**src/rtl/cbs_pkg.sv**
```systemverilog
// cbs_pkg: shared constants and codes for the character buffer splice block
// no dependencies; used by the interfaces and the top level
`default_nettype none

package cbs_pkg;

   // buffer capacity in bytes, same for the main and the replacement buffer
   localparam int CAPACITY = 128;
   localparam int ADDR_W   = $clog2(CAPACITY);
   localparam int LEN_W    = ADDR_W + 1;

   // fixed transaction field widths
   localparam int ACTION_W = 3;
   localparam int CHAR_W   = 8;
   localparam int POS_W    = 7;
   localparam int CNT_W    = 8;
   localparam int MLEN_W   = 8;

   // width for length arithmetic, wide enough for sums of two lengths
   localparam int CALC_W = ((LEN_W > CNT_W) ? LEN_W : CNT_W) + 2;

   typedef enum logic [ACTION_W-1:0] {
      ACT_APPEND_MAIN = 3'd0,
      ACT_APPEND_REPL = 3'd1,
      ACT_CLEAR_REPL  = 3'd2,
      ACT_REPLACE     = 3'd3,
      ACT_READ        = 3'd4
   } action_type;

endpackage

`default_nettype wire

```
**src/rtl/cbs_if.sv**
```systemverilog
// cbs_req_if / cbs_rsp_if: valid/ready channels of the buffer splice block
// depends on cbs_pkg for the field widths
`default_nettype none

interface cbs_req_if;
   logic                          valid;
   logic                          ready;
   logic [cbs_pkg::ACTION_W-1:0]  action;
   logic [cbs_pkg::CHAR_W-1:0]    char_in;
   logic [cbs_pkg::POS_W-1:0]     position;
   logic [cbs_pkg::CNT_W-1:0]     count;

   modport source (output valid, action, char_in, position, count, input ready);
   modport sink   (input valid, action, char_in, position, count, output ready);
endinterface

interface cbs_rsp_if;
   logic                          valid;
   logic                          ready;
   logic [cbs_pkg::CHAR_W-1:0]    char_out;
   logic [cbs_pkg::MLEN_W-1:0]    main_length;
   logic                          accepted;

   modport source (output valid, char_out, main_length, accepted, input ready);
   modport sink   (input valid, char_out, main_length, accepted, output ready);
endinterface

`default_nettype wire

```
**src/rtl/cbs_ram.sv**
```systemverilog
// cbs_ram: generic simple dual-port ram, one write and one registered read port
// no dependencies
`default_nettype none

module cbs_ram #(
   parameter int WIDTH = 8,
   parameter int DEPTH = 128
) (
   input  logic                     clock,
   input  logic                     we,
   input  logic [$clog2(DEPTH)-1:0] waddr,
   input  logic [WIDTH-1:0]         wdata,
   input  logic [$clog2(DEPTH)-1:0] raddr,
   output logic [WIDTH-1:0]         rdata
);

   logic [WIDTH-1:0] mem [DEPTH];
   logic [WIDTH-1:0] rdata_ff;

   always_ff @(posedge clock) begin
      if (we) begin
         mem[waddr] <= wdata;
      end
      rdata_ff <= mem[raddr];
   end

   assign rdata = rdata_ff;

endmodule

`default_nettype wire

```
**src/rtl/char_buffer_splice.sv**
```systemverilog
// char_buffer_splice: top level, sequencer around the main and replacement rams
// depends on cbs_pkg, cbs_if (channels) and cbs_ram
`default_nettype none

// A main byte buffer and a replacement byte buffer, each up to CAPACITY bytes,
// held in two rams. Every request transaction carries one action (append to
// main, append to replacement, clear replacement, replace, read) and yields
// exactly one response transaction with the read byte, the new main length and
// an accepted flag. A replace moves the tail, the bytes behind the replaced
// span, and then copies the replacement; tail + repl_count never passes the
// new length. Both go through the single write port of the main ram, one byte
// per cycle. The response sits in an output register, so the next request is
// taken while a response still waits.
module char_buffer_splice (
   input  logic      clock,
   input  logic      reset,
   cbs_req_if.sink   req,
   cbs_rsp_if.source rsp
);

   import cbs_pkg::*;

   typedef enum logic [2:0] {
      S_IDLE,
      S_READ,
      S_MOVE,
      S_COPY,
      S_FINISH
   } state_type;

   state_type           state_ff, state_in;
   logic [LEN_W-1:0]    main_count_ff, main_count_in;
   logic [LEN_W-1:0]    repl_count_ff, repl_count_in;
   logic [LEN_W-1:0]    remaining_ff, remaining_in;
   logic [ADDR_W-1:0]   src_ff, src_in;
   logic [ADDR_W-1:0]   dst_ff, dst_in;
   logic [ADDR_W-1:0]   copy_dst_ff, copy_dst_in;
   logic                up_ff, up_in;
   logic                wr_pend_ff, wr_pend_in;
   logic [ADDR_W-1:0]   wr_addr_ff, wr_addr_in;
   logic                wr_repl_ff, wr_repl_in;
   logic [CHAR_W-1:0]   res_char_ff, res_char_in;
   logic                res_ok_ff, res_ok_in;
   logic [MLEN_W-1:0]   res_len_ff, res_len_in;
   logic                rsp_valid_ff, rsp_valid_in;
   logic [CHAR_W-1:0]   rsp_char_ff, rsp_char_in;
   logic [MLEN_W-1:0]   rsp_len_ff, rsp_len_in;
   logic                rsp_ok_ff, rsp_ok_in;

   logic                main_we, repl_we;
   logic [ADDR_W-1:0]   main_waddr, main_raddr, repl_waddr, repl_raddr;
   logic [CHAR_W-1:0]   main_wdata, main_rdata, repl_rdata;

   logic                req_fire, out_free;
   logic [CALC_W-1:0]   pos_ext, cnt_ext, main_ext, repl_ext, end_ext, new_len;

   cbs_ram #(.WIDTH(CHAR_W), .DEPTH(CAPACITY)) u_main_ram (
      .clock (clock),
      .we    (main_we),
      .waddr (main_waddr),
      .wdata (main_wdata),
      .raddr (main_raddr),
      .rdata (main_rdata)
   );

   cbs_ram #(.WIDTH(CHAR_W), .DEPTH(CAPACITY)) u_repl_ram (
      .clock (clock),
      .we    (repl_we),
      .waddr (repl_waddr),
      .wdata (req.char_in),
      .raddr (repl_raddr),
      .rdata (repl_rdata)
   );

   assign req_fire = req.valid && req.ready;
   assign out_free = !rsp_valid_ff || rsp.ready;

   assign pos_ext  = CALC_W'(req.position);
   assign cnt_ext  = CALC_W'(req.count);
   assign main_ext = CALC_W'(main_count_ff);
   assign repl_ext = CALC_W'(repl_count_ff);
   assign end_ext  = pos_ext + cnt_ext;
   assign new_len  = main_ext - cnt_ext + repl_ext;

   always_comb begin
      state_in      = state_ff;
      main_count_in = main_count_ff;
      repl_count_in = repl_count_ff;
      remaining_in  = remaining_ff;
      src_in        = src_ff;
      dst_in        = dst_ff;
      copy_dst_in   = copy_dst_ff;
      up_in         = up_ff;
      wr_pend_in    = 1'b0;
      wr_addr_in    = wr_addr_ff;
      wr_repl_in    = wr_repl_ff;
      res_char_in   = res_char_ff;
      res_ok_in     = res_ok_ff;
      res_len_in    = res_len_ff;
      rsp_valid_in  = rsp_valid_ff && !rsp.ready;
      rsp_char_in   = rsp_char_ff;
      rsp_len_in    = rsp_len_ff;
      rsp_ok_in     = rsp_ok_ff;

      // a read issued last cycle lands at wr_addr_ff now
      main_we    = wr_pend_ff;
      main_waddr = wr_addr_ff;
      main_wdata = wr_repl_ff ? repl_rdata : main_rdata;
      main_raddr = src_ff;
      repl_we    = 1'b0;
      repl_waddr = ADDR_W'(repl_count_ff);
      repl_raddr = src_ff;

      case (state_ff)
         S_IDLE: begin
            if (req_fire) begin
               res_char_in = '0;
               res_ok_in   = 1'b0;
               state_in    = S_FINISH;
               case (req.action)
                  ACT_APPEND_MAIN: begin
                     if (main_count_ff < LEN_W'(CAPACITY)) begin
                        main_we       = 1'b1;
                        main_waddr    = ADDR_W'(main_count_ff);
                        main_wdata    = req.char_in;
                        main_count_in = main_count_ff + 1'b1;
                        res_ok_in     = 1'b1;
                     end
                  end
                  ACT_APPEND_REPL: begin
                     if (repl_count_ff < LEN_W'(CAPACITY)) begin
                        repl_we       = 1'b1;
                        repl_count_in = repl_count_ff + 1'b1;
                        res_ok_in     = 1'b1;
                     end
                  end
                  ACT_CLEAR_REPL: begin
                     repl_count_in = '0;
                     res_ok_in     = 1'b1;
                  end
                  ACT_REPLACE: begin
                     if (end_ext <= main_ext && new_len <= CALC_W'(CAPACITY)) begin
                        res_ok_in     = 1'b1;
                        main_count_in = LEN_W'(new_len);
                        copy_dst_in   = ADDR_W'(req.position);
                        state_in      = S_MOVE;
                        if (repl_ext < cnt_ext) begin
                           // shrink: move the tail down, lowest byte first
                           up_in        = 1'b1;
                           src_in       = ADDR_W'(end_ext);
                           dst_in       = ADDR_W'(pos_ext + repl_ext);
                           remaining_in = LEN_W'(main_ext - end_ext);
                        end else if (repl_ext > cnt_ext) begin
                           // grow: move the tail up, highest byte first
                           up_in        = 1'b0;
                           src_in       = ADDR_W'(main_ext - 1'b1);
                           dst_in       = ADDR_W'(new_len - 1'b1);
                           remaining_in = LEN_W'(main_ext - end_ext);
                        end else begin
                           remaining_in = '0;
                        end
                     end
                  end
                  ACT_READ: begin
                     main_raddr = ADDR_W'(req.position);
                     res_ok_in  = pos_ext < main_ext;
                     state_in   = S_READ;
                  end
                  default: begin
                  end
               endcase
               res_len_in = MLEN_W'(main_count_in);
            end
         end
         S_READ: begin
            res_char_in = res_ok_ff ? main_rdata : '0;
            state_in    = S_FINISH;
         end
         S_MOVE: begin
            if (remaining_ff != '0) begin
               wr_pend_in   = 1'b1;
               wr_addr_in   = dst_ff;
               wr_repl_in   = 1'b0;
               src_in       = up_ff ? src_ff + 1'b1 : src_ff - 1'b1;
               dst_in       = up_ff ? dst_ff + 1'b1 : dst_ff - 1'b1;
               remaining_in = remaining_ff - 1'b1;
            end else begin
               remaining_in = repl_count_ff;
               src_in       = '0;
               dst_in       = copy_dst_ff;
               state_in     = S_COPY;
            end
         end
         S_COPY: begin
            if (remaining_ff != '0) begin
               wr_pend_in   = 1'b1;
               wr_addr_in   = dst_ff;
               wr_repl_in   = 1'b1;
               src_in       = src_ff + 1'b1;
               dst_in       = dst_ff + 1'b1;
               remaining_in = remaining_ff - 1'b1;
            end else begin
               state_in = S_FINISH;
            end
         end
         S_FINISH: begin
            if (out_free) begin
               rsp_valid_in = 1'b1;
               rsp_char_in  = res_char_ff;
               rsp_len_in   = res_len_ff;
               rsp_ok_in    = res_ok_ff;
               state_in     = S_IDLE;
            end
         end
         default: begin
            state_in = S_IDLE;
         end
      endcase
   end

   always_ff @(posedge clock) begin
      if (reset) begin
         state_ff      <= S_IDLE;
         main_count_ff <= '0;
         repl_count_ff <= '0;
         wr_pend_ff    <= 1'b0;
         rsp_valid_ff  <= 1'b0;
      end else begin
         state_ff      <= state_in;
         main_count_ff <= main_count_in;
         repl_count_ff <= repl_count_in;
         wr_pend_ff    <= wr_pend_in;
         rsp_valid_ff  <= rsp_valid_in;
      end
      remaining_ff <= remaining_in;
      src_ff       <= src_in;
      dst_ff       <= dst_in;
      copy_dst_ff  <= copy_dst_in;
      up_ff        <= up_in;
      wr_addr_ff   <= wr_addr_in;
      wr_repl_ff   <= wr_repl_in;
      res_char_ff  <= res_char_in;
      res_ok_ff    <= res_ok_in;
      res_len_ff   <= res_len_in;
      rsp_char_ff  <= rsp_char_in;
      rsp_len_ff   <= rsp_len_in;
      rsp_ok_ff    <= rsp_ok_in;
   end

   assign req.ready       = (state_ff == S_IDLE);
   assign rsp.valid       = rsp_valid_ff;
   assign rsp.char_out    = rsp_char_ff;
   assign rsp.main_length = rsp_len_ff;
   assign rsp.accepted    = rsp_ok_ff;

   // lengths never pass the capacity
   assert property (@(posedge clock) disable iff (reset)
      main_count_ff <= LEN_W'(CAPACITY) && repl_count_ff <= LEN_W'(CAPACITY))
      else $error("buffer length beyond capacity");

   // no ram write from a move or copy may still be in flight once idle
   assert property (@(posedge clock) disable iff (reset)
      state_ff == S_IDLE |-> !wr_pend_ff)
      else $error("pending ram write while idle");

   // the length reported matches the stored length until the response is loaded
   assert property (@(posedge clock) disable iff (reset)
      state_ff == S_FINISH |-> res_len_ff == MLEN_W'(main_count_ff))
      else $error("result length differs from buffer length");

   // a refused transaction never returns a byte
   assert property (@(posedge clock) disable iff (reset)
      rsp.valid && !rsp.accepted |-> rsp.char_out == '0)
      else $error("refused transaction returns nonzero byte");

endmodule

`default_nettype wire
```
**src/flat_wrapper.sv**
```systemverilog
// flat-port wrapper written by rule: the top's interface ports become plain ports
module char_buffer_splice_flat import cbs_pkg::*;
  (clock, reset, req_valid, req_action, req_char_in, req_position, req_count, req_ready, rsp_valid, rsp_char_out, rsp_main_length, rsp_accepted, rsp_ready);
  cbs_req_if req_i ();
  cbs_rsp_if rsp_i ();
  input  logic clock;
  input  logic reset;
  input wire logic [$bits(req_i.valid)-1:0] req_valid;
  input wire logic [$bits(req_i.action)-1:0] req_action;
  input wire logic [$bits(req_i.char_in)-1:0] req_char_in;
  input wire logic [$bits(req_i.position)-1:0] req_position;
  input wire logic [$bits(req_i.count)-1:0] req_count;
  output wire logic [$bits(req_i.ready)-1:0] req_ready;
  output wire logic [$bits(rsp_i.valid)-1:0] rsp_valid;
  output wire logic [$bits(rsp_i.char_out)-1:0] rsp_char_out;
  output wire logic [$bits(rsp_i.main_length)-1:0] rsp_main_length;
  output wire logic [$bits(rsp_i.accepted)-1:0] rsp_accepted;
  input wire logic [$bits(rsp_i.ready)-1:0] rsp_ready;
  assign req_i.valid = req_valid;
  assign req_i.action = req_action;
  assign req_i.char_in = req_char_in;
  assign req_i.position = req_position;
  assign req_i.count = req_count;
  assign req_ready = req_i.ready;
  assign rsp_valid = rsp_i.valid;
  assign rsp_char_out = rsp_i.char_out;
  assign rsp_main_length = rsp_i.main_length;
  assign rsp_accepted = rsp_i.accepted;
  assign rsp_i.ready = rsp_ready;
  char_buffer_splice u_core (.clock(clock), .reset(reset), .req(req_i), .rsp(rsp_i));
endmodule
```
**config.mk**
```make
export PLATFORM = sky130hd
export DESIGN_NAME = char_buffer_splice_flat
export DESIGN_NICKNAME = d
export VERILOG_FILES = /design/src/rtl/cbs_pkg.sv /design/src/rtl/cbs_if.sv /design/src/rtl/cbs_ram.sv /design/src/rtl/char_buffer_splice.sv /design/src/flat_wrapper.sv
export SDC_FILE = /design/constraint.sdc
export NUM_CORES = 2
export LEC_CHECK = 0
export BUFFER_PORTS_ARGS = -buffer_cell sky130_fd_sc_hd__buf_2
export CORE_MARGIN = 3
export CORE_UTILIZATION = 55
export DETAILED_ROUTE_END_ITERATION = 12
export GPL_TIMING_DRIVEN = 0
export PLACE_DENSITY = 0.71
export SYNTH_ARGS = -nofsm -noshare
export SYNTH_HDL_FRONTEND = slang
export SYNTH_SLANG_ARGS = --single-unit
```
**constraint.sdc**
```tcl
create_clock -name clock -period 19.9 [get_ports clock]
set_input_delay 2.985 -clock clock [delete_from_list [all_inputs] [get_ports clock]]
set_output_delay 2.985 -clock clock [all_outputs]
set_load 0.03 [all_outputs]
```
# Yosys cells after proc, flatten, opt, wreduce, memory -nomap -nowiden
# Memory sizes are Yosys's and may differ from the RTL's. A register that Yosys moved wholly into a read port is not among the register bits.
# Cells that the tools add are included.
[totals] mem_bits_rw=2048 input_bits=30 mem_count=2 elab_cells=162 register_bits=93 output_inout_bits=19
[memory_table] name="u_core.u_main_ram.mem" depth=128 width=8 rd=1 rd_clocked_by_memory_dff=1 write_ports=1 line="cbs_ram.sv:17" text="logic [WIDTH-1:0] mem [DEPTH];"
[memory_table] name="u_core.u_repl_ram.mem" depth=128 width=8 rd=1 rd_clocked_by_memory_dff=1 write_ports=1 line="cbs_ram.sv:17"
[classes] add_sub_neg=14 reduce_logical=27 n_lt_le_gt_ge=7 bitwise=1 muxes=75 n_eq_ne=18
[ops] op="$mux 7" count=23
[ops] op="$mux 8" count=17
[ops] op="$pmux 8 s2" count=3
[ops] op="$pmux 7 s3" count=2
[ops] op="$sub 7x1->7 const B" count=4
[ops] op="$pmux 8 s3" count=1
[ops] op="$mux 1" count=20
[ops] op="$add 8x1->8 const B" count=2
[ops] op="$lt 8x8->1 const B" count=2
[ops] op="$mux 3" count=5
[ops] op="$pmux 3 s5" count=1
[ops] op="$add 7x1->7 const B" count=2
[ops] op="$eq 3x2->1 const B" count=4
[ops] op="$reduce_and 4->1" count=3
[ops] op="$add 10x8->10" count=1
[ops] op="$le 10x8->1 const B" count=1
[ops] op="$ne 2x2->1 const B" count=5
[ops] op="$reduce_and 5->1" count=2
[ops] op="$add 7x8->9" count=1
[ops] op="$le 9x8->1" count=1
[ops] op="$sub 8x8->9" count=1
[ops] op="$gt 8x8->1" count=1
[ops] op="$lt 7x8->1" count=1
[ops] op="$lt 8x8->1" count=1
[ops] op="other kinds (22)" count=38

# Depth between registers and ports, before layout
[depth] depth_word=9 mapped_depth=20 ltp_nobuf=19

# Hierarchy
# A second synthesis with hierarchy kept.
[hier_totals] hier_cells=4009 hier_area_um2=86334.1
[by_module_without_submodules] mod="cbs_ram" cells_each=1635 seq_area_each_um2=30909.6 area_each_um2=39665.5 n_inst=2
[by_module_without_submodules] mod="char_buffer_splice" cells_each=739 seq_area_each_um2=2582.5 area_each_um2=7003.0 n_inst=1

# Worst setup path after synthesis
# No wires, ideal clock.
[synth_path] path_kind="input to register" startpoint="in req_action[1]" endpoint="mem u_core.u_main_ram.mem[0][5], data pin" path_stages=6 n_path_buf=3 setup_time_ns=1.197 arrival_ns=8.821 required_time_ns=18.703 slack_ns=9.882 path_cell_list="buf_2 > or3_1 > nor3_1 > clkbuf_1 > clkbuf_1 > o21ai_0"
[synth_between] elab_chain_cells=4
[synth_rtl] item="from (decl)" line="flat_wrapper.sv:9" text="input wire logic [$bits(req_i.action)-1:0] req_action;"
[synth_rtl] item="$logic_not 3->1" line="char_buffer_splice.sv:120" text="case (req.action)"
[synth_rtl] item="$mux 8" line="char_buffer_splice.sv:120"
[synth_rtl] item="$mux 8" line="char_buffer_splice.sv:116" text="if (req_fire) begin"
[synth_rtl] item="$mux 8" line="char_buffer_splice.sv:114" text="case (state_ff)"
[synth_rtl] item="net u_core.main_wdata[5]" line="char_buffer_splice.sv:52" text="logic [CHAR_W-1:0] main_wdata, main_rdata, repl_rdata;"
[synth_rtl] item="to (decl)" line="cbs_ram.sv:17"
# The timed path passes the listed nets, and every way through them passes these cells.

# Final worst setup path
[layout_path] startpoint="in req_valid" endpoint="reg u_core.u_main_ram.rdata_ff[3], in the netlist u_core.u_main_ram.rdata[3], read port of u_core.u_main_ram.mem"
[layout_between] elab_chain_cells=3
[layout_rtl] item="from (decl)" line="flat_wrapper.sv:8" text="input wire logic [$bits(req_i.valid)-1:0] req_valid;"
[layout_rtl] item="$logic_and 1x1->1" line="char_buffer_splice.sv:75" text="assign req_fire = req.valid && req.ready;"
[layout_rtl] item="$mux 7" line="char_buffer_splice.sv:116"
[layout_rtl] item="$mux 7" line="char_buffer_splice.sv:114"
[layout_rtl] item="to (decl)" line="cbs_ram.sv:18" text="logic [WIDTH-1:0] rdata_ff;"
# Every way passes these cells.
# A chain may end at the register's enable or synchronous reset.

==> results by group <==
Yosys
  – Ys async rst share: 0%
  – Synth Flop Type: edfxtp_1
  – Seq/Total Area, Yosys: 73.5%
  – Avg Synthesized Cell Area: 17.2 sq um
  – Synth Instances: a little over 5,000
  – Synth warn: 0
  – Net Count, Synth: between 5,000 and 6,000
  – EDFF count, synth: 2,120
  – Yosys top cell by area: edfxtp_1
  – Commonest cells post-synth: edfxtp_1 (2,120), nand2_1 (624), mux4_2 (416)
  – Post-synth cell types: 80
  – Synth Cell Area: 0.0876 sq mm
  – Synth area leaders: edfxtp_1 (73%), mux4_2 (11%), nand2_1 (2.7%)
  – Yosys top cell area share: 72.7%
  – Cell with the most instances after synthesis: edfxtp_1
  – Synth Register Bits: 2,157

Power and ir drop
  – Peak supply drop: 0.101 mV
  – Net switching fraction of the power: 21.5%
  – Register share of total power: 53.9%
  – Clk network pwr share: 42.9%
  – Power, Total: 9.25 mW
  – Static leakage: 31.7 nW
  – Net Switching: 1.99 mW
  – Combinational Power Share: 3.2%
  – P_int: 7.26 mW
  – PwrDens: 94.1 mW/mm^2

Detailed routing
  – Initial drt markers: 9,964
  – Total wire length: 287,000 um
  – Vias: 52,910
  – DRC viols: 0
  – Routed Antenna Nets: 0
  – Drt pass-1 iters: 9
  – Via-to-Cell Ratio: 6.93
  – WL per Instance: between 30 and 40 um

Worst setup path
  – WP data arrival: 9.65 ns
  – Max FO, Critical Path: 10
  – CP required: between 20 and 25 ns
  – Worst R2R Setup Slack: 12.63 ns
  – CP Class: input port to register
  – Crit path from: req_valid
  – Reg2reg end: u_core.u_main_ram.rdata[3]$_DFF_P_
  – Setup crit end kind: register
  – FF-to-FF path depth: 11
  – Startpoint Class: input port
  – Worst R2R Start: u_core.state_ff[0]$_SDFFE_PP0P_

Clock tree
  – Resize count post-CTS: 0
  – Setup bufs post-CTS: 0
  – Clock transition at path regs: approximately 0.060 ns
  – H-tree levels: 4
  – CTS tree: done
  – Post-CTS Hold Buffers: 0
  – CTS Buf Count: 210
  – Clock Latency Late Sink: ~0.89 ns
  – Clock tree buffer depth: 3
  – CTS Sinks: 2,157
  – Root Buffer: clkbuf_16

Floorplanning
  – Initial Util: 55.7%
  – Ports: 49
  – Core area: between 0.15 and 0.2 sq mm
  – Num rows: 145
  – Die Height: 405 um
  – Die area: between 0.15 and 0.2 sq mm
  – Die W: between 400 and 500 um

Hold path
  – Hold path start: u_core.res_char_ff[3]$_SDFFCE_PN0P_
  – Hold EP: u_core.rsp.char_out[3]$_DFFE_PP_
  – Hold WC Path Type: register to register
  – Hold path depth: 0

GRT
  – Vias in the first global route: 50,702
  – Congestion Overflow GR: 0
  – First-pass GRT wire length: roughly 400,000 um
  – Largest net degree at the start of global routing: 95
  – Initial antenna violation count: 16
  – Gr usage total: 35.2%

Place
  – Dpl hpwl: 192,000 um
  – Global placement routability congestion: 1.05
  – PortBufs: 46
  – Placed instance count: 7,230

STA
  – Crit path time final: 9.03 ns
  – Achievable frequency: 0.111 GHz
  – Clk_skew: about 0.08 ns
  – Slew HR: -10.7%
  – Slew @ Worst Pin: 1.66 ns
  – RSZ-0062 raised after global routing: false
  – Final Cycle Share: 45.4%
  – Hold Fails Final Rpt: 0
  – Final setup vio count: 0
  – Setup tns final: 0 ns
  – Max-slew violations: 48

Cells and area
  – Fin cells: 7,633
  – Filler instances: roughly 11,000
  – Layout cells sized above 1: between 10% and 20%
  – Area growth from synthesis to layout: 12.3%
  – Multi-input combinational cell area: roughly 0.022 sq mm
  – FF/Latch Area: 0.0644 sq mm
  – Nets: 5,488

Run status
  – Status: finished with violations
  – Failing checks: capacitance limit, slew limit

Run
  – # Max-Cap Violations: 5
logic make-up (layout without fill, tap and decap cells):
kind of cell / count (synthesis) / after routing / share of synthesized area [%]
buffers and inverters: 339 / 824 / 1.69
flip-flops: 2157 / 2157 / 73.5
adder cells (fa/ha/maj): 73 / 73 / 1.09
XOR/XNOR: 67 / 67 / 0.670
AO/OA/AOI/OAI: 558 / 558 / 4.45
AND/OR/NAND/NOR: 1393 / 1393 / 6.96
multiplexers: 493 / 493 / 11.6
other: 0 / 10 / 0
state kept, by name (all words and copies together) (netlist names), 8 cells and up:
signal and cells:
u_core.res_char_ff 8, u_core.u_repl_ram.mem 1024, u_core.remaining_ff 8, u_core.u_main_ram.mem 1024
u_core.u_main_ram.rdata 8, u_core.main_count_ff 8, u_core.res_len_ff 8, u_core.rsp.main_length 8
u_core.rsp.char_out 8, u_core.u_repl_ram.rdata 8, u_core.repl_count_ff 8
layout by cell type (no fill, tap or decap), types with 14 or more instances in the layout:
| cell | Yosys | routed |
|---|---|---|
| a211oi_1 | 73 | 73 |
| a21o_1 | 31 | 31 |
| a21oi_1 | 65 | 65 |
| a22oi_1 | 23 | 23 |
| a311oi_1 | 46 | 46 |
| a31oi_1 | 82 | 81 |
| a32oi_1 | 14 | 14 |
| and3_1 | 106 | 106 |
| buf_1 | 50 | 47 |
| buf_12 | 0 | 24 |
| buf_2 | 70 | 109 |
| buf_4 | 16 | 29 |
| bufinv_16 | 0 | 19 |
| clkbuf_1 | 142 | 166 |
| clkbuf_16 | 0 | 211 |
| clkinv_1 | 1 | 68 |
| clkinv_2 | 0 | 44 |
| dfxtp_1 | 37 | 37 |
| edfxtp_1 | 2120 | 2120 |
| ha_1 | 68 | 68 |
| inv_1 | 51 | 51 |
| mux2i_1 | 65 | 63 |
| mux4_2 | 416 | 416 |
| nand2_1 | 624 | 624 |
| nand3_1 | 154 | 154 |
| nand4_1 | 33 | 33 |
| nor2_1 | 353 | 353 |
| nor2b_1 | 16 | 16 |
| nor3_1 | 36 | 35 |
| o21a_1 | 15 | 15 |
| o21ai_0 | 83 | 74 |
| o221ai_1 | 19 | 19 |
| xnor2_1 | 46 | 46 |
| xor2_1 | 21 | 21 |
worst max-delay path by stage:
stage / end / slack, ns / cells past startpoint
final: u_core.u_main_ram.rdata[3]$_DFF_P_ / 10.87 / 11
after global routing: u_core.u_main_ram.rdata[5]$_DFF_P_ / 11.12 / 12
after CTS: u_core.u_main_ram.rdata[5]$_DFF_P_ / 11.53 / 12
after detailed placement: u_core.u_main_ram.rdata[7]$_DFF_P_ / 10.65 / 12
after global placement: u_core.u_main_ram.mem[48][6]$_DFFE_PP_ / 3.22 / 7
after floorplan: u_core.u_main_ram.mem[0][5]$_DFFE_PP_ / 9.88 / 6
layer usage:
layer | global-route usage (%) | vias up | part of all wire (%)
li1 | - | 20858 | -
met1 | 46.5 | 26805 | 35
met2 | 51.0 | 4315 | 44
met3 | 13.0 | 924 | 15
met4 | 19.3 | 8 | 6.7
met5 | 0.387 | - | 0.035
critical path, stage by stage:
cell	delay (ns)
buf_2	0.12
or4b_4	0.51
buf_6	0.19
nor2_4	0.30
mux2i_1	1.28
clkbuf_1	0.86
clkbuf_1	0.92
clkbuf_1	1.04
a21oi_1	0.30
o21ai_0	0.71
o211ai_1	0.40
power by group through the flow:
| stage | Clock, mW | Combinational [mW] | Sequential (mW) |
|---|---|---|---|
| after floorplan | 0 | 0.131 | 5.09 |
| after global placement | 0 | 0.266 | 5.10 |
| after detailed placement | 0 | 0.285 | 5.08 |
| after CTS | 3.97 | 0.287 | 4.98 |
| after global routing | 4.16 | 0.309 | 4.98 |
| final | 3.97 | 0.298 | 4.98 |
per-stage QoR:
| step | utilization [%] | setup WS, ns | hold slack (ns) | cell area (sq um) |
|---|---|---|---|---|
| 4_1_cts | 62.5 | 11.53 | 0.418 | 98300 |
| 2_1_floorplan | - | 9.88 | 0.400 | 87600 |
| 3_3_place_gp | 57.5 | 3.22 | 0.406 | 90400 |
| 5_1_grt | 62.6 | 11.12 | 0.425 | 98300 |
| 3_5_place_dp | 58.2 | 10.65 | 0.406 | 91400 |
| 6_report | 62.6 | 10.87 | 0.416 | 98300 |
layout make-up:
class	count	share of cell area (%)
antenna	10	0.0255
buffer	286	1.30
clock buffer	237	5.49
clock inverter	155	1.47
inverter	53	0.207
multi-input combinational	2584	22.2
sequential	2157	65.5
tap	2058	2.62
timing repair buffer	93	1.16
Power figures use the tool's default switching activity.
